`src/rtl/rfp_pkg.sv`:
```
package rfp_pkg;

    // payload tags of the feedback frame
    localparam logic [7:0] TAG_BASIC   = 8'h01;
    localparam logic [7:0] TAG_DOCK_IR = 8'h03;
    localparam logic [7:0] TAG_INERT   = 8'h04;
    localparam logic [7:0] TAG_CLIFF   = 8'h05;
    localparam logic [7:0] TAG_CURRENT = 8'h06;
    localparam logic [7:0] TAG_HW_VER  = 8'h0A;
    localparam logic [7:0] TAG_FW_VER  = 8'h0B;
    localparam logic [7:0] TAG_GYRO    = 8'h0D;
    localparam logic [7:0] TAG_GPIO    = 8'h10;
    localparam logic [7:0] TAG_UDID    = 8'h13;

    // status codes of the end-of-frame record
    localparam logic [3:0] ST_OK       = 4'd0;
    localparam logic [3:0] ST_BAD_SUM  = 4'd1;
    localparam logic [3:0] ST_OVERRUN  = 4'd12;

    localparam int QUEUE_DEPTH = 4;
    localparam int QPTR_W      = $clog2(QUEUE_DEPTH);
    localparam int RECS_PER_BEAT = 3;

    typedef enum logic [3:0] {
        PH_IDLE = 4'b0001,
        PH_LEN  = 4'b0010,
        PH_BODY = 4'b0100,
        PH_SKIP = 4'b1000
    } t_phase;

    typedef struct packed {
        logic        kind;
        logic [5:0]  code;
        logic [6:0]  sample;
        logic [31:0] value;
        logic [3:0]  status;
        logic        last;
    } t_rec;

    // records caused by one input beat, rec[0] goes out first
    typedef struct packed {
        logic [1:0]                   cnt;
        t_rec [RECS_PER_BEAT-1:0]     rec;
    } t_bundle;

    // expected content length, 0 for unknown tags, 1 marks the gyro tag
    function automatic logic [7:0] tag_len(input logic [7:0] t);
        logic [7:0] l;
        case (t)
            TAG_BASIC:   l = 8'h0F;
            TAG_DOCK_IR: l = 8'h03;
            TAG_INERT:   l = 8'h07;
            TAG_CLIFF:   l = 8'h06;
            TAG_CURRENT: l = 8'h02;
            TAG_HW_VER:  l = 8'h04;
            TAG_FW_VER:  l = 8'h04;
            TAG_GPIO:    l = 8'h10;
            TAG_UDID:    l = 8'h0C;
            TAG_GYRO:    l = 8'h01;
            default:     l = 8'h00;
        endcase
        return l;
    endfunction

    function automatic logic [3:0] tag_err(input logic [7:0] t);
        logic [3:0] e;
        case (t)
            TAG_BASIC:   e = 4'd2;
            TAG_DOCK_IR: e = 4'd3;
            TAG_INERT:   e = 4'd4;
            TAG_CLIFF:   e = 4'd5;
            TAG_CURRENT: e = 4'd6;
            TAG_HW_VER:  e = 4'd7;
            TAG_FW_VER:  e = 4'd8;
            TAG_GYRO:    e = 4'd9;
            TAG_GPIO:    e = 4'd10;
            default:     e = 4'd11;
        endcase
        return e;
    endfunction

    function automatic t_rec mk_field(input logic [5:0] code, input logic [6:0] sample,
                                      input logic [31:0] value);
        t_rec r;
        r.kind   = 1'b0;
        r.code   = code;
        r.sample = sample;
        r.value  = value;
        r.status = ST_OK;
        r.last   = 1'b0;
        return r;
    endfunction

endpackage

```
`src/rtl/rfp_front.sv`:
```
module rfp_front (
    input  logic             i_clk,
    input  logic             i_rst_n,
    input  logic             i_valid,
    input  logic [7:0]       i_byte,
    input  logic             i_first,
    input  logic             i_full,
    output logic             o_ready,
    output logic             o_push,
    output rfp_pkg::t_bundle o_bundle
);
    import rfp_pkg::*;

    logic [7:0]  r_len, r_pos, r_xor, r_tag, r_off, r_skip;
    logic [31:0] r_val;
    logic [6:0]  r_gyro, r_gi;
    logic [2:0]  r_gr;
    logic [3:0]  r_err;
    logic        r_active;
    t_phase      r_phase;

    logic [7:0]  n_len, n_pos, n_xor, n_tag, n_off, n_skip;
    logic [31:0] n_val;
    logic [6:0]  n_gyro, n_gi;
    logic [2:0]  n_gr;
    logic [3:0]  n_err;
    logic        n_active;
    t_phase      n_phase;
    t_bundle     bnd;
    logic        accept;

    assign o_ready  = !i_full;
    assign accept   = i_valid && !i_full;
    assign o_push   = accept && (bnd.cnt != 2'd0);
    assign o_bundle = bnd;

    always_comb begin
        logic [7:0]  b, o, want, third;
        logic [15:0] prod;
        logic        done;
        logic [31:0] va;
        b     = i_byte;
        o     = r_off;
        done  = 1'b0;
        prod  = 16'(b) * 16'd171;
        third = 8'(prod >> 9);
        want  = tag_len(r_tag);
        va    = r_val | (32'(b) << 8);
        n_len = r_len; n_pos = r_pos; n_xor = r_xor; n_tag = r_tag; n_off = r_off;
        n_skip = r_skip; n_val = r_val; n_gyro = r_gyro; n_gi = r_gi; n_gr = r_gr;
        n_err = r_err; n_active = r_active; n_phase = r_phase;
        bnd = '0;
        if (i_first) begin
            n_len = b; n_pos = '0; n_xor = b; n_tag = '0; n_off = '0; n_skip = '0;
            n_val = '0; n_gyro = '0; n_gi = '0; n_gr = '0; n_err = ST_OK;
            n_active = 1'b1; n_phase = PH_IDLE;
        end else if (r_active) begin
            n_xor = r_xor ^ b;
            if (r_pos == r_len) begin
                bnd.cnt           = 2'd1;
                bnd.rec[0]        = '0;
                bnd.rec[0].kind   = 1'b1;
                bnd.rec[0].status = (n_xor != 8'd0) ? ST_BAD_SUM : r_err;
                bnd.rec[0].last   = 1'b1;
                n_active          = 1'b0;
            end else begin
                n_pos = r_pos + 8'd1;
                if (r_err == ST_OK) begin
                    case (r_phase)
                        PH_IDLE: begin
                            if (n_pos < r_len) begin
                                n_tag = b; n_phase = PH_LEN;
                            end
                        end
                        PH_LEN: begin
                            if (want == 8'd0) begin
                                n_skip  = b;
                                n_phase = (b != 8'd0) ? PH_SKIP : PH_IDLE;
                            end else if ((want == 8'd1) ? b[0] : (b != want)) begin
                                n_err = tag_err(r_tag);
                            end else begin
                                n_off = '0; n_gr = '0; n_gi = '0; n_phase = PH_BODY;
                            end
                        end
                        PH_BODY: begin
                            case (r_tag)
                                TAG_BASIC: begin
                                    if (o <= 8'd1) begin
                                        if (o == 8'd0) n_val = 32'(b);
                                        else begin
                                            bnd.cnt = 2'd1;
                                            bnd.rec[0] = mk_field(6'd0, 7'd0, va);
                                        end
                                    end else if (o == 8'd2) begin
                                        bnd.cnt = 2'd3;
                                        bnd.rec[0] = mk_field(6'd1, 7'd0, 32'(b & 8'h02));
                                        bnd.rec[1] = mk_field(6'd2, 7'd0, 32'(b & 8'h04));
                                        bnd.rec[2] = mk_field(6'd3, 7'd0, 32'(b & 8'h01));
                                    end else if (o == 8'd3) begin
                                        bnd.cnt = 2'd2;
                                        bnd.rec[0] = mk_field(6'd4, 7'd0, 32'(b & 8'h02));
                                        bnd.rec[1] = mk_field(6'd5, 7'd0, 32'(b & 8'h01));
                                    end else if (o == 8'd4) begin
                                        bnd.cnt = 2'd3;
                                        bnd.rec[0] = mk_field(6'd6, 7'd0, 32'(b & 8'h02));
                                        bnd.rec[1] = mk_field(6'd7, 7'd0, 32'(b & 8'h04));
                                        bnd.rec[2] = mk_field(6'd8, 7'd0, 32'(b & 8'h01));
                                    end else if (o <= 8'd6) begin
                                        if (o == 8'd5) n_val = 32'(b);
                                        else begin
                                            bnd.cnt = 2'd1;
                                            bnd.rec[0] = mk_field(6'd9, 7'd0, va);
                                        end
                                    end else if (o <= 8'd8) begin
                                        if (o == 8'd7) n_val = 32'(b);
                                        else begin
                                            bnd.cnt = 2'd1;
                                            bnd.rec[0] = mk_field(6'd10, 7'd0, va);
                                        end
                                    end else begin
                                        bnd.cnt = 2'd1;
                                        bnd.rec[0] = mk_field(6'(o + 8'd2), 7'd0, 32'(b));
                                    end
                                end
                                TAG_DOCK_IR, TAG_CURRENT: begin
                                    bnd.cnt = 2'd1;
                                    bnd.rec[0] = mk_field(
                                        6'(o + ((r_tag == TAG_DOCK_IR) ? 8'd17 : 8'd25)),
                                        7'd0, 32'(b));
                                end
                                TAG_HW_VER, TAG_FW_VER: begin
                                    if (o < 8'd3) begin
                                        bnd.cnt = 2'd1;
                                        bnd.rec[0] = mk_field(
                                            6'(o + ((r_tag == TAG_HW_VER) ? 8'd27 : 8'd30)),
                                            7'd0, 32'(b));
                                    end
                                end
                                TAG_INERT, TAG_CLIFF, TAG_GPIO: begin
                                    if ((r_tag == TAG_CLIFF) || (r_tag == TAG_INERT && o < 8'd4)
                                        || (r_tag == TAG_GPIO && o < 8'd10)) begin
                                        if (!o[0]) n_val = 32'(b);
                                        else begin
                                            bnd.cnt = 2'd1;
                                            bnd.rec[0] = mk_field(6'((o >> 1) +
                                                ((r_tag == TAG_INERT) ? 8'd20 :
                                                 (r_tag == TAG_CLIFF) ? 8'd22 : 8'd37)),
                                                7'd0, va);
                                        end
                                    end
                                end
                                TAG_UDID: begin
                                    if (o[1:0] == 2'd0) n_val = 32'(b);
                                    else n_val = r_val | (32'(b) << {o[1:0], 3'd0});
                                    if (o[1:0] == 2'd3) begin
                                        bnd.cnt = 2'd1;
                                        bnd.rec[0] = mk_field(6'((o >> 2) + 8'd42), 7'd0, n_val);
                                    end
                                end
                                default: ;
                            endcase
                            if (r_tag == TAG_GYRO) begin
                                if (o == 8'd0) begin
                                    bnd.cnt = 2'd1;
                                    bnd.rec[0] = mk_field(6'd33, 7'd0, 32'(b));
                                end else if (o == 8'd1) begin
                                    n_gyro = third[6:0];
                                    done   = (third[6:0] == 7'd0);
                                end else begin
                                    if (!r_gr[0]) n_val = 32'(b);
                                    else begin
                                        bnd.cnt = 2'd1;
                                        bnd.rec[0] = mk_field(6'(6'd34 + 6'(r_gr >> 1)), r_gi, va);
                                    end
                                    if (r_gr == 3'd5) begin
                                        n_gr   = '0;
                                        n_gi   = r_gi + 7'd1;
                                        n_gyro = r_gyro - 7'd1;
                                        done   = (n_gyro == 7'd0);
                                    end else begin
                                        n_gr = r_gr + 3'd1;
                                    end
                                end
                            end else begin
                                done = ({1'b0, o} + 9'd1) >= {1'b0, want};
                            end
                            n_off = r_off + 8'd1;
                            if (done) n_phase = PH_IDLE;
                        end
                        PH_SKIP: begin
                            n_skip = r_skip - 8'd1;
                            if (n_skip == 8'd0) n_phase = PH_IDLE;
                        end
                        default: n_phase = PH_IDLE;
                    endcase
                    if (n_pos == r_len && n_phase != PH_IDLE && n_err == ST_OK)
                        n_err = ST_OVERRUN;
                end
            end
        end
    end

    always_ff @(posedge i_clk) begin
        if (!i_rst_n) begin
            r_len <= '0; r_pos <= '0; r_xor <= '0; r_tag <= '0; r_off <= '0;
            r_skip <= '0; r_val <= '0; r_gyro <= '0; r_gi <= '0; r_gr <= '0;
            r_err <= ST_OK; r_active <= 1'b0; r_phase <= PH_IDLE;
        end else if (accept) begin
            r_len <= n_len; r_pos <= n_pos; r_xor <= n_xor; r_tag <= n_tag;
            r_off <= n_off; r_skip <= n_skip; r_val <= n_val; r_gyro <= n_gyro;
            r_gi <= n_gi; r_gr <= n_gr; r_err <= n_err; r_active <= n_active;
            r_phase <= n_phase;
        end
    end

endmodule

```
`src/rtl/rfp_queue.sv`:
```
module rfp_queue (
    input  logic             i_clk,
    input  logic             i_rst_n,
    input  logic             i_push,
    input  rfp_pkg::t_bundle i_din,
    input  logic             i_pop,
    output rfp_pkg::t_bundle o_dout,
    output logic             o_full,
    output logic             o_empty
);
    import rfp_pkg::*;

    t_bundle             r_mem [QUEUE_DEPTH];
    logic [QPTR_W-1:0]   r_wr, r_rd;
    logic [QPTR_W:0]     r_count;

    assign o_full  = (r_count == (QPTR_W+1)'(QUEUE_DEPTH));
    assign o_empty = (r_count == '0);
    assign o_dout  = r_mem[r_rd];

    always_ff @(posedge i_clk) begin
        if (i_push) r_mem[r_wr] <= i_din;
    end

    always_ff @(posedge i_clk) begin
        if (!i_rst_n) begin
            r_wr <= '0; r_rd <= '0; r_count <= '0;
        end else begin
            if (i_push) r_wr <= r_wr + 1'b1;
            if (i_pop)  r_rd <= r_rd + 1'b1;
            r_count <= r_count + (QPTR_W+1)'(i_push) - (QPTR_W+1)'(i_pop);
        end
    end

    a_no_push_full: assert property (@(posedge i_clk) disable iff (!i_rst_n)
        o_full |-> !i_push) else $error("push into full queue");
    a_no_pop_empty: assert property (@(posedge i_clk) disable iff (!i_rst_n)
        o_empty |-> !i_pop) else $error("pop from empty queue");
    a_count_range: assert property (@(posedge i_clk) disable iff (!i_rst_n)
        r_count <= (QPTR_W+1)'(QUEUE_DEPTH)) else $error("queue count out of range");

endmodule

```
`src/rtl/rfp_back.sv`:
```
module rfp_back (
    input  logic             i_clk,
    input  logic             i_rst_n,
    input  rfp_pkg::t_bundle i_head,
    input  logic             i_empty,
    output logic             o_pop,
    output logic             o_valid,
    output rfp_pkg::t_rec    o_rec,
    input  logic             i_ready
);
    import rfp_pkg::*;

    logic [1:0] r_sel;
    logic       r_valid;
    t_rec       r_rec;
    logic       load;

    assign load    = (!r_valid || i_ready) && !i_empty;
    assign o_pop   = load && (r_sel == i_head.cnt - 2'd1);
    assign o_valid = r_valid;
    assign o_rec   = r_rec;

    always_ff @(posedge i_clk) begin
        if (load) r_rec <= i_head.rec[r_sel];
    end

    always_ff @(posedge i_clk) begin
        if (!i_rst_n) begin
            r_valid <= 1'b0;
            r_sel   <= '0;
        end else begin
            if (load) r_valid <= 1'b1;
            else if (i_ready) r_valid <= 1'b0;
            if (o_pop) r_sel <= '0;
            else if (load) r_sel <= r_sel + 2'd1;
        end
    end

endmodule

```
`src/rtl/robot_feedback_frame_parser.sv`:
```
// feedback frame parser: takes one frame byte per beat (length byte flagged by
// s_axis_tuser, payload, xor checksum) and emits little-endian field records as
// sub-payload bytes arrive, then one status record (tlast) after the checksum
// byte. field records are provisional until that status says ok. a byte is
// accepted every cycle while the 4-entry record-group queue has room; a byte
// that yields two or three records (bumper, wheel drop, cliff bits) leaves
// through the single output register one record at a time, so the sustained
// rate is one byte per cycle until the queue fills, then set by the record count per byte
module robot_feedback_frame_parser (
    input  logic        i_clk,
    input  logic        i_rst_n,
    input  logic        s_axis_tvalid,
    output logic        s_axis_tready,
    input  logic [7:0]  s_axis_tdata,   // [7:0] data_byte
    input  logic        s_axis_tuser,   // [0] frame_first
    output logic        m_axis_tvalid,
    input  logic        m_axis_tready,
    // [5:0] field_code, [12:6] sample_index, [44:13] field_value,
    // [48:45] status_code, [55:49] zero
    output logic [55:0] m_axis_tdata,
    output logic        m_axis_tuser,   // [0] record_kind
    output logic        m_axis_tlast    // last
);
    import rfp_pkg::*;

    // front to queue
    t_bundle push_bnd;
    logic    push;
    // queue to back
    t_bundle head;
    logic    full, empty, pop;
    t_rec    out_rec;

    // front: length, position, running xor and sub-payload walk
    rfp_front u_front (
        .i_clk    (i_clk),
        .i_rst_n  (i_rst_n),
        .i_valid  (s_axis_tvalid),
        .i_byte   (s_axis_tdata),
        .i_first  (s_axis_tuser),
        .i_full   (full),
        .o_ready  (s_axis_tready),
        .o_push   (push),
        .o_bundle (push_bnd)
    );

    // per-beat record groups wait here
    rfp_queue u_queue (
        .i_clk   (i_clk),
        .i_rst_n (i_rst_n),
        .i_push  (push),
        .i_din   (push_bnd),
        .i_pop   (pop),
        .o_dout  (head),
        .o_full  (full),
        .o_empty (empty)
    );

    // back: one record per output beat
    rfp_back u_back (
        .i_clk   (i_clk),
        .i_rst_n (i_rst_n),
        .i_head  (head),
        .i_empty (empty),
        .o_pop   (pop),
        .o_valid (m_axis_tvalid),
        .o_rec   (out_rec),
        .i_ready (m_axis_tready)
    );

    assign m_axis_tdata = {7'd0, out_rec.status, out_rec.value, out_rec.sample, out_rec.code};
    assign m_axis_tuser = out_rec.kind;
    assign m_axis_tlast = out_rec.last;

endmodule
```
`config.mk`:
```
export PLATFORM = sky130hd
export DESIGN_NAME = robot_feedback_frame_parser
export DESIGN_NICKNAME = d
export VERILOG_FILES = /design/src/rtl/rfp_pkg.sv /design/src/rtl/rfp_front.sv /design/src/rtl/rfp_queue.sv /design/src/rtl/rfp_back.sv /design/src/rtl/robot_feedback_frame_parser.sv
export SDC_FILE = /design/constraint.sdc
export NUM_CORES = 1
export LEC_CHECK = 0
export ABC_AREA = 1
export BUFFER_PORTS_ARGS = -buffer_cell sky130_fd_sc_hd__buf_2
export CORE_MARGIN = 10
export CORE_UTILIZATION = 38
export CTS_BUF_LIST = sky130_fd_sc_hd__clkbuf_4 sky130_fd_sc_hd__clkbuf_8
export DETAILED_ROUTE_END_ITERATION = 12
export HOLD_SLACK_MARGIN = 0.03
export SETUP_SLACK_MARGIN = 0.5
export SYNTH_ARGS = -nofsm -noshare
export SYNTH_HDL_FRONTEND = slang
export SYNTH_SLANG_ARGS = --single-unit
```
`constraint.sdc`:
```
create_clock -name i_clk -period 13.36 [get_ports i_clk]
set_input_delay 2.672 -clock i_clk [delete_from_list [all_inputs] [get_ports i_clk]]
set_output_delay 2.672 -clock i_clk [all_outputs]
set_load 0.005 [all_outputs]
```
==> flow_metrics.env, run 1 <==
export IMPL_status="completed"
export IMPL_slowest_stage="fa_1"
export IMPL_seq_area_um2=11140
export IMPL_vias_per_cell=5.452
export IMPL_ys_ff_latch=413
export IMPL_cts_root_buf="clkbuf_8"
export IMPL_cts_tree="done"
export IMPL_wl_per_cell_um=19.82
export IMPL_yosysMostFrequentCell="nand2_1"
export IMPL_startpoint_type="input pin"
export IMPL_die_height_um=264.8
export IMPL_synth_common_cells="400 x nand2_1, 363 x nor2_1, 286 x edfxtp_1, 251 x o21ai_0, 204 x inv_1"
export IMPL_synthDistinctLibCells=67
export IMPL_hold_viol=0
export IMPL_die_area_um2=70110
export IMPL_syn_avg_cell_area_um2=8.714
export IMPL_hp_class="reg2reg"
export IMPL_grt_pass1_wl_mm=107.3
export IMPL_post_cts_buffers=0
export IMPL_yosys_area_top_type="edfxtp_1"
export IMPL_synth_area_leaders="edfxtp_1 38%, dfxtp_1 11%, nand2_1 6.6%, nor2_1 6.0%, o21ai_0 5.5%"
export IMPL_grt_start_max_net_pins=111
export IMPL_synth_top_area_share_pct=37.72
export IMPL_syn_to_final_growth_pct=11.26
export IMPL_critPathArrivalTime_ps=6910
export IMPL_leakage_uw=0.009870
export IMPL_io_pins=73
export IMPL_track_usage_pct=19.29
export IMPL_synth_area_um2=22770
export IMPL_tightestPinTransition_ps=1144
export IMPL_rows=89
export IMPL_endpoint="u_front.r_err[3]$_SDFFE_PN0P_"
export IMPL_yosysWarnings=0
export IMPL_initial_core_util_pct=38.51
export IMPL_dr_pass1_iters=6
export IMPL_timing_rr_start="u_front.r_off[1]$_SDFFE_PN0P_"
export IMPL_cts_made_buffers=73
export IMPL_crit_type="in2reg"
export IMPL_drt_initial_drc_count=1613
export IMPL_fmax_mhz=155.6
export IMPL_htree_levels=3
export IMPL_finClkSkew_ps=47.20
export IMPL_clock_latency_ps=660
export IMPL_yosysSeqAreaShare_pct=48.88
export IMPL_netlist_instances=2613
export IMPL_power_uw=4248
export IMPL_synth_ff_type="edfxtp_1"
export IMPL_core_um2=59130
export IMPL_drt_antenna_violating_nets=0
export IMPL_drive_above_1_share_pct=13.27
export IMPL_r2r_setup_slack_ps=8120
export IMPL_cts_hold_fix_buffers=0
export IMPL_setup_viol=0
export IMPL_period_share_pct=48.10
export IMPL_fin_crit_ps=6426
export IMPL_reg2reg_to="u_queue.r_mem[2][47]$_DFFE_PP_"
export IMPL_drv_cap=0
export IMPL_antenna_found_initial=2
export IMPL_async_reset_ff_share_pct=0
export IMPL_hpwlAfterDp_mm=46.05
export IMPL_num_vias=19049
export IMPL_startpoint="s_axis_tdata[1]"
export IMPL_cts_resized=0
export IMPL_die_w_um=264.8
export IMPL_crit_top_cell="nand2_1"
export IMPL_final_setup_tns_ps=0
export IMPL_multi_input_area_um2=10200
export IMPL_wirelength_mm=69.27
export IMPL_gr_total_overflow=0
export IMPL_cts_max_path_buffers=3
export IMPL_clock_sinks=413
export IMPL_p_per_area_nw_per_um2=167.7
export IMPL_relSlewSlack_pct=23.47
export IMPL_num_nets_final=2773
export IMPL_peakVddDrop_v=0.00009567
export IMPL_routabilityCongestion=0.9596
export IMPL_crit_path_max_incr_delay_ps=530
export IMPL_cp_max_fo=18
export IMPL_portBuffers=65
export IMPL_drc=0
export IMPL_drv_slew=0
export IMPL_end_kind="flip-flop"
export IMPL_grt_pass1_vias=18869
export IMPL_synth_edff_count=286
export IMPL_cp_required_ps=13840
export IMPL_rsz0062_at_grt="no"
export IMPL_r2r_cells=16
export IMPL_clk_pin_slew_ps=60
export IMPL_fillers=5754
[final cells by class]
type                       count  area share (%)
multi-input combinational   1831           40.25
sequential                   413           43.95
clock buffer                 109           5.205
clock inverter                25          0.9729
tap                          773           3.817
timing repair buffer          90           2.025
inverter                     252           3.768
antenna                        1        0.009877
[worst min-delay path by stage]
stage                                        start                              to  slack, ps  depth (start not counted)
finish              u_front.r_val[17]$_SDFFE_PN0P_  u_front.r_val[17]$_SDFFE_PN0P_        470                          2
global route         u_front.r_tag[5]$_SDFFE_PN0P_   u_front.r_tag[5]$_SDFFE_PN0P_        490                          2
CTS                 u_front.r_val[17]$_SDFFE_PN0P_  u_front.r_val[17]$_SDFFE_PN0P_        470                          2
detailed placement  u_front.r_val[17]$_SDFFE_PN0P_  u_front.r_val[17]$_SDFFE_PN0P_        460                          2
global placement    u_front.r_val[17]$_SDFFE_PN0P_  u_front.r_val[17]$_SDFFE_PN0P_        450                          2
floorplan            u_front.r_tag[5]$_SDFFE_PN0P_   u_front.r_tag[5]$_SDFFE_PN0P_        440                          2
[flip-flops by register name, indices dropped and copies added (netlist names), 4 cells and up, named ones only]
name,flops
u_queue.r_mem,236
u_back.o_rec,50
u_front.r_val,32
u_front.r_len,8
u_front.r_off,8
u_front.r_pos,8
u_front.r_skip,8
u_front.r_tag,8
u_front.r_xor,8
u_front.r_gi,7
u_front.r_gyro,7
u_front.r_err,4
u_front.r_phase,4
[metrics by stage]
stage               cell area, um^2  setup WS (ps)  std cells  util (%)  hold WS (ps)
CTS                           25330           6983       3493     42.84         465.6
finish                        25340           6934       3494     42.85         465.7
global route                  25340           6542       3494     42.85         486.9
global placement              23770           6269       3359     40.20         454.8
detailed placement            23770           6288       3359     40.20         456.7
floorplan                     22790           6241       2619         -         444.2
[layer usage]
metal / vias to the layer above / part of all wire (%) / global-route usage (%)
li1: 9110 / - / -
met1: 9085 / 42 / 23.70
met2: 685 / 47 / 32.32
met3: 169 / 7.1 / 4.055
met4: 0 / 3.9 / 8.402
met5: - / 0 / 0
[cells in the final DEF (no fill, tap or decap), drive strengths merged, types with 3 or more instances in the layout]
cell type  synthesis  layout
fa                14      14
edfxtp           286     286
a41oi              5       5
o211ai            19      19
a211oi            11      11
nand4             21      21
nand3b             6       6
buf               39      90
bufinv             0       4
xor2              39      39
nor2             393     393
nor4               8       8
o31ai             10      10
ha                85      85
nor3              43      43
nand2            431     431
clkbuf            84     109
clkinv             8      20
a22oi              8       8
xnor2              4       4
o221ai            13      13
a21boi             4       4
o22ai             17      17
a221oi            10      10
nand3            116     116
a21oi            192     192
o21bai             9       9
a31oi             23      23
conb               1       7
a21o               3       3
clkinvlp           0       6
inv              244     247
o21ai            301     301
o21a              10      10
dfxtp            127     127
o32ai             14      14
[power breakdown]
part           switching, uW  leakage [uW]  internal [uW]
sequential              58.4       0.00374           1540
clock                    523      0.000812            713
combinational            996       0.00532            422
[cell families (layout without fill, tap and decap cells)]
family,count (synthesis),count (layout),share of synthesized area [%]
simple gates,1022,1022,20.23
compound gates,660,660,16.65
flops,413,413,48.88
buf+inv,375,476,6.665
fa+ha+maj,99,99,5.901
xor+xnor,43,43,1.654
other cells,1,8,0.01647
[critical path: cells and delay by family]
family / cells / cell delay (ps)
and+or+nand+nor: 16 / 1460
AOI/OAI and AO/OA: 1 / 70
adders and majority gates: 5 / 2200
buffers and inverters: 3 / 480
Power figures use the tool's default switching activity.
==> inputs of run 2 (changes only) <==
clock period = 6.4 ns   (was 13.36 ns; I/O delays follow)
==> flow_metrics.env, run 2 (synthesis gave the netlist of run 1 again) <==
export IMPL_status="completed"
export IMPL_fin_crit_ps=5030
export IMPL_cts_max_path_buffers=3
export IMPL_setup_viol=0
export IMPL_clock_latency_ps=680
export IMPL_drv_cap=0
export IMPL_r2r_setup_slack_ps=1920
export IMPL_num_vias=19033
export IMPL_hold_end="u_front.r_val[17]$_SDFFE_PN0P_"
export IMPL_end_kind="flip-flop"
export IMPL_post_cts_buffers=0
export IMPL_hold_viol=0
export IMPL_wl_per_cell_um=19.49
export IMPL_drt_antenna_violating_nets=0
export IMPL_syn_to_final_growth_pct=11.92
export IMPL_rows=89
export IMPL_gr_total_overflow=0
export IMPL_timing_rr_start="u_front.r_off[1]$_SDFFE_PN0P_"
export IMPL_regMostFlops="u_queue.r_mem"
export IMPL_reg2reg_to="u_queue.r_mem[1][20]$_DFFE_PP_"
export IMPL_cp_required_ps=6900
export IMPL_clock_sinks=413
export IMPL_placed_cells=3369
export IMPL_largest_register_ffs=236
export IMPL_cts_made_buffers=76
export IMPL_hp_class="reg2reg"
export IMPL_grt_pass1_wl_mm=106.0
export IMPL_drc=0
export IMPL_io_pins=73
export IMPL_period_share_pct=78.59
export IMPL_cts_tree="done"
export IMPL_layout_common_cells="400 x nand2_1, 359 x nor2_1, 286 x edfxtp_1, 251 x o21ai_0, 203 x inv_1"
export IMPL_hpwlAfterDp_mm=46.23
export IMPL_track_usage_pct=18.96
export IMPL_final_setup_tns_ps=0
export IMPL_startpoint_type="input pin"
export IMPL_drv_slew=0
export IMPL_tightestPinTransition_ps=1181
export IMPL_drt_initial_drc_count=1624
export IMPL_cts_hold_fix_buffers=0
export IMPL_cp_max_fo=15
export IMPL_grt_start_max_net_pins=103
export IMPL_multi_input_area_um2=10200
export IMPL_cts_root_buf="clkbuf_8"
export IMPL_finClkSkew_ps=58.12
export IMPL_peakVddDrop_v=0.0001994
export IMPL_initial_core_util_pct=38.51
export IMPL_holdPathStages=2
export IMPL_relSlewSlack_pct=21.06
export IMPL_die_area_um2=70110
export IMPL_hp_start="u_front.r_val[17]$_SDFFE_PN0P_"
export IMPL_portBuffers=65
export IMPL_grt_pass1_vias=18931
export IMPL_num_nets_final=2786
export IMPL_layout_commonest_cell="nand2_1"
export IMPL_seq_area_um2=11140
export IMPL_htree_levels=3
export IMPL_fillers=5813
export IMPL_die_height_um=264.8
export IMPL_rsz0062_at_grt="no"
export IMPL_cts_resized=0
export IMPL_clk_pin_slew_ps=60
export IMPL_crit_type="in2reg"
export IMPL_routabilityCongestion=0.9188
export IMPL_instances_no_fill=3502
export IMPL_core_um2=59130
export IMPL_vias_per_cell=5.435
export IMPL_dr_pass1_iters=8
export IMPL_power_uw=8849
export IMPL_wirelength_mm=68.25
export IMPL_fmax_mhz=198.8
export IMPL_worst_slack_ps=1370
export IMPL_r2r_cells=14
export IMPL_leakage_uw=0.009939
export IMPL_drive_above_1_share_pct=13.49
export IMPL_antenna_found_initial=2
export IMPL_die_w_um=264.8
export IMPL_place_ws_ps=746.4
export IMPL_p_per_area_nw_per_um2=347.2
export IMPL_critPathArrivalTime_ps=5530
run 2: worst max path at each step:
stage / from / slack, ps / endpoint / depth (start not counted)
5_1_grt: s_axis_tdata[3] / 1170 / u_front.r_err[2]$_SDFFE_PN0P_ / 25
4_1_cts: s_axis_tdata[3] / 1440 / u_front.r_err[3]$_SDFFE_PN0P_ / 25
3_3_place_gp: s_axis_tdata[3] / 810 / u_front.r_err[3]$_SDFFE_PN0P_ / 25
2_1_floorplan: m_axis_tready / 670 / u_queue.r_count[2]$_SDFF_PN0_ / 12
3_5_place_dp: s_axis_tdata[3] / 750 / u_front.r_err[3]$_SDFFE_PN0P_ / 25
6_report: s_axis_tdata[3] / 1370 / u_front.r_err[3]$_SDFFE_PN0P_ / 25
run 2: stage by stage:
step | hold slack (ps) | instance area, um^2 | utilization [%]
4_1_cts | 468.7 | 25480 | 43.09
2_1_floorplan | 444.2 | 22790 | -
3_5_place_dp | 460.3 | 23930 | 40.47
6_report | 472.9 | 25490 | 43.10
3_3_place_gp | 452.4 | 23930 | 40.47
5_1_grt | 487.9 | 25490 | 43.10
run 2: layout make-up:
class                      instances  share of cell area, %
sequential                       413                  43.69
multi-input combinational       1831                  40.01
clock buffer                     113                  5.489
tap                              773                  3.795
inverter                         252                  3.746
timing repair buffer             100                  2.651
clock inverter                    18                 0.5940
antenna                            2                0.01964
run 2: where the power goes:
part / internal [uW] / switching [uW] / total [uW]
Combinational: 885 / 2040 / 2930
Clock: 1470 / 1100 / 2580
Sequential: 3210 / 136 / 3340
run 2: routing by layer:
metal | wire length, um | part of all wire (%) | vias up | track usage (%)
li1 | - | - | 9141 | -
met5 | 0 | 0 | - | 0
met1 | 28400 | 42 | 9014 | 23.47
met3 | 5355 | 7.8 | 173 | 4.213
met4 | 2312 | 3.4 | 0 | 7.563
met2 | 32190 | 47 | 705 | 31.68
run 2: worst max-delay path: stages:
cell and delay (ps):
buf_2 350, ha_1 350, fa_1 500, fa_1 510, inv_1 50, fa_1 530
inv_1 40, ha_1 320, nand2_1 130, nor2_1 170, nand3_1 120, nand3_1 110
nand2_1 60, nand2_1 120, nand3_1 90, nor2_1 130, nand2_1 70, nand2_1 60
nand2_1 70, nand2_1 120, nand2_1 90, nand3_1 100, nand2_1 60, nand2_1 50
a21oi_1 60
==> inputs of run 3 (changes only) <==
clock period = 4.3 ns   (was 6.4 ns; I/O delays follow)
==> flow_metrics.env, run 3 (synthesis gave the netlist of run 1 again) <==
export IMPL_hp_start="u_front.r_tag[5]$_SDFFE_PN0P_"
export IMPL_wl_per_cell_um=19.12
export IMPL_largest_register_ffs=236
export IMPL_die_area_um2=70110
export IMPL_p_per_area_nw_per_um2=511.6
export IMPL_cts_tree="done"
export IMPL_tightestPinTransition_ps=957.8
export IMPL_clock_sinks=413
export IMPL_routabilityCongestion=0.9233
export IMPL_startpoint="s_axis_tdata[1]"
export IMPL_hpwlAfterDp_mm=47.98
export IMPL_end_kind="flip-flop"
export IMPL_drt_antenna_violating_nets=0
export IMPL_crit_type="in2reg"
export IMPL_core_um2=59130
export IMPL_antenna_found_initial=1
export IMPL_clock_latency_ps=690
export IMPL_grt_start_max_net_pins=95
export IMPL_portBuffers=65
export IMPL_die_w_um=264.8
export IMPL_peakVddDrop_v=0.0002607
export IMPL_die_height_um=264.8
export IMPL_cts_max_path_buffers=3
export IMPL_drv_slew=0
export IMPL_leakage_uw=0.01040
export IMPL_finish_utilization_pct=44.57
export IMPL_cts_hold_fix_buffers=0
export IMPL_fmax_mhz=266.1
export IMPL_final_area_um2=26360
export IMPL_place_ws_ps=-365.2
export IMPL_final_setup_tns_ps=0
export IMPL_finClkSkew_ps=66.72
export IMPL_syn_to_final_growth_pct=15.74
export IMPL_hold_viol=0
export IMPL_setup_viol=0
export IMPL_rsz0062_at_grt="yes"
export IMPL_dpl_cell_area_um2=24690
export IMPL_clk_pin_slew_ps=60
export IMPL_fin_crit_ps=3758
export IMPL_cp_required_ps=4850
export IMPL_rows=89
export IMPL_num_nets_final=2865
export IMPL_period_share_pct=87.40
export IMPL_dr_pass1_iters=6
export IMPL_grt_pass1_vias=18861
export IMPL_drc=0
export IMPL_status="completed"
export IMPL_io_pins=73
export IMPL_drv_cap=0
export IMPL_power_uw=13480
export IMPL_cp_max_fo=3
export IMPL_startpoint_type="input pin"
export IMPL_initial_core_util_pct=38.51
export IMPL_grt_pass1_wl_mm=106.6
export IMPL_htree_levels=3
export IMPL_cts_root_buf="clkbuf_8"
export IMPL_vias_per_cell=5.434
export IMPL_drt_initial_drc_count=1695
export IMPL_worst_slack_ps=542.0
export IMPL_drive_above_1_share_pct=16.90
export IMPL_regMostFlops="u_queue.r_mem"
export IMPL_gr_total_overflow=0
export IMPL_hp_class="reg2reg"
export IMPL_layout_common_cells="394 x nand2_1, 355 x nor2_1, 286 x edfxtp_1, 249 x o21ai_0, 201 x inv_1"
export IMPL_relSlewSlack_pct=36.14
export IMPL_cts_made_buffers=73
export IMPL_layout_commonest_cell="nand2_1"
export IMPL_timing_rr_start="u_front.r_off[0]$_SDFFE_PN0P_"
export IMPL_critPathArrivalTime_ps=4300
export IMPL_wirelength_mm=68.55
export IMPL_track_usage_pct=19.06
export IMPL_num_vias=19481
-- run 3: changes by cell type in the layout (fill, tap and decap cells not counted), moves of 5 or more --
| cell | delta |
|---|---|
| nand2_2 | +5 |
| clkbuf_8 | -6 |
| buf_4 | +73 |
| nand2_1 | -6 |
| buf_12 | +9 |
-- run 3: power by group --
group / switching (uW) / internal (uW)
sequential: 187 / 4780
combinational: 3130 / 1510
clock: 1700 / 2190
total: 5020 / 8470
-- run 3: worst paths after layout --
path / to / slack [ps] / depth (start not counted)
hold reg to reg: u_front.r_tag[5]$_SDFFE_PN0P_ / 470 / 2
hold / removal: u_front.r_tag[5]$_SDFFE_PN0P_ / 470 / 2
setup / recovery: u_front.r_phase[0]$_SDFFE_PN1P_ / 540 / 23
setup reg to reg: u_queue.r_count[2]$_SDFF_PN0_ / 690 / 17
-- run 3: per-layer routing --
layer  wire length, um  vias to the layer above  part of all wire, %  GRT usage [%]
met4              2039                        2                  3.0          7.175
met1             29220                     9255                   43          24.07
met5                12                        -                0.018              0
met2             32100                      772                   47          31.75
li1                  -                     9304                    -              -
met3              5179                      148                  7.6          3.833
-- run 3: repair_timing --
action                                  4_1_cts  5_1_grt
resized for setup                            10       17
pin swaps                                     7        4
endpoints found under the setup margin        3      123
buffers inserted                              0        1
-- run 3: per-stage QoR --
step                      hold slack [ps]  std cells
after global placement              454.0       3450
after floorplan                     444.2       2619
final                               466.8       3585
after global routing                497.1       3584
after detailed placement            456.5       3450
after CTS                           465.5       3583
-- run 3: final cells by class --
class                   count  area, um^2
inverters                 252       954.7
clock buffers             109        1331
fillers                  5640       32780
multi-input cells        1831       10320
well taps                 773       967.2
diodes                      1       2.502
flip-flops and latches    413       11140
clock inverters            24       220.2
repair buffers            182        1420
-- run 3: critical path, cell delays in order --
cell	delay (ps)
buf_8	100
ha_4	230
fa_1	460
fa_1	490
inv_1	50
fa_1	490
inv_2	50
ha_4	250
a21o_1	200
nand2_1	80
nand2_2	70
a21oi_2	140
nand2_1	60
nand2_1	60
nand3_2	60
nand2_1	70
inv_1	40
nand2_1	70
nand2_2	90
nand2_2	80
nand3_1	60
a21oi_1	140
o21ai_0	90
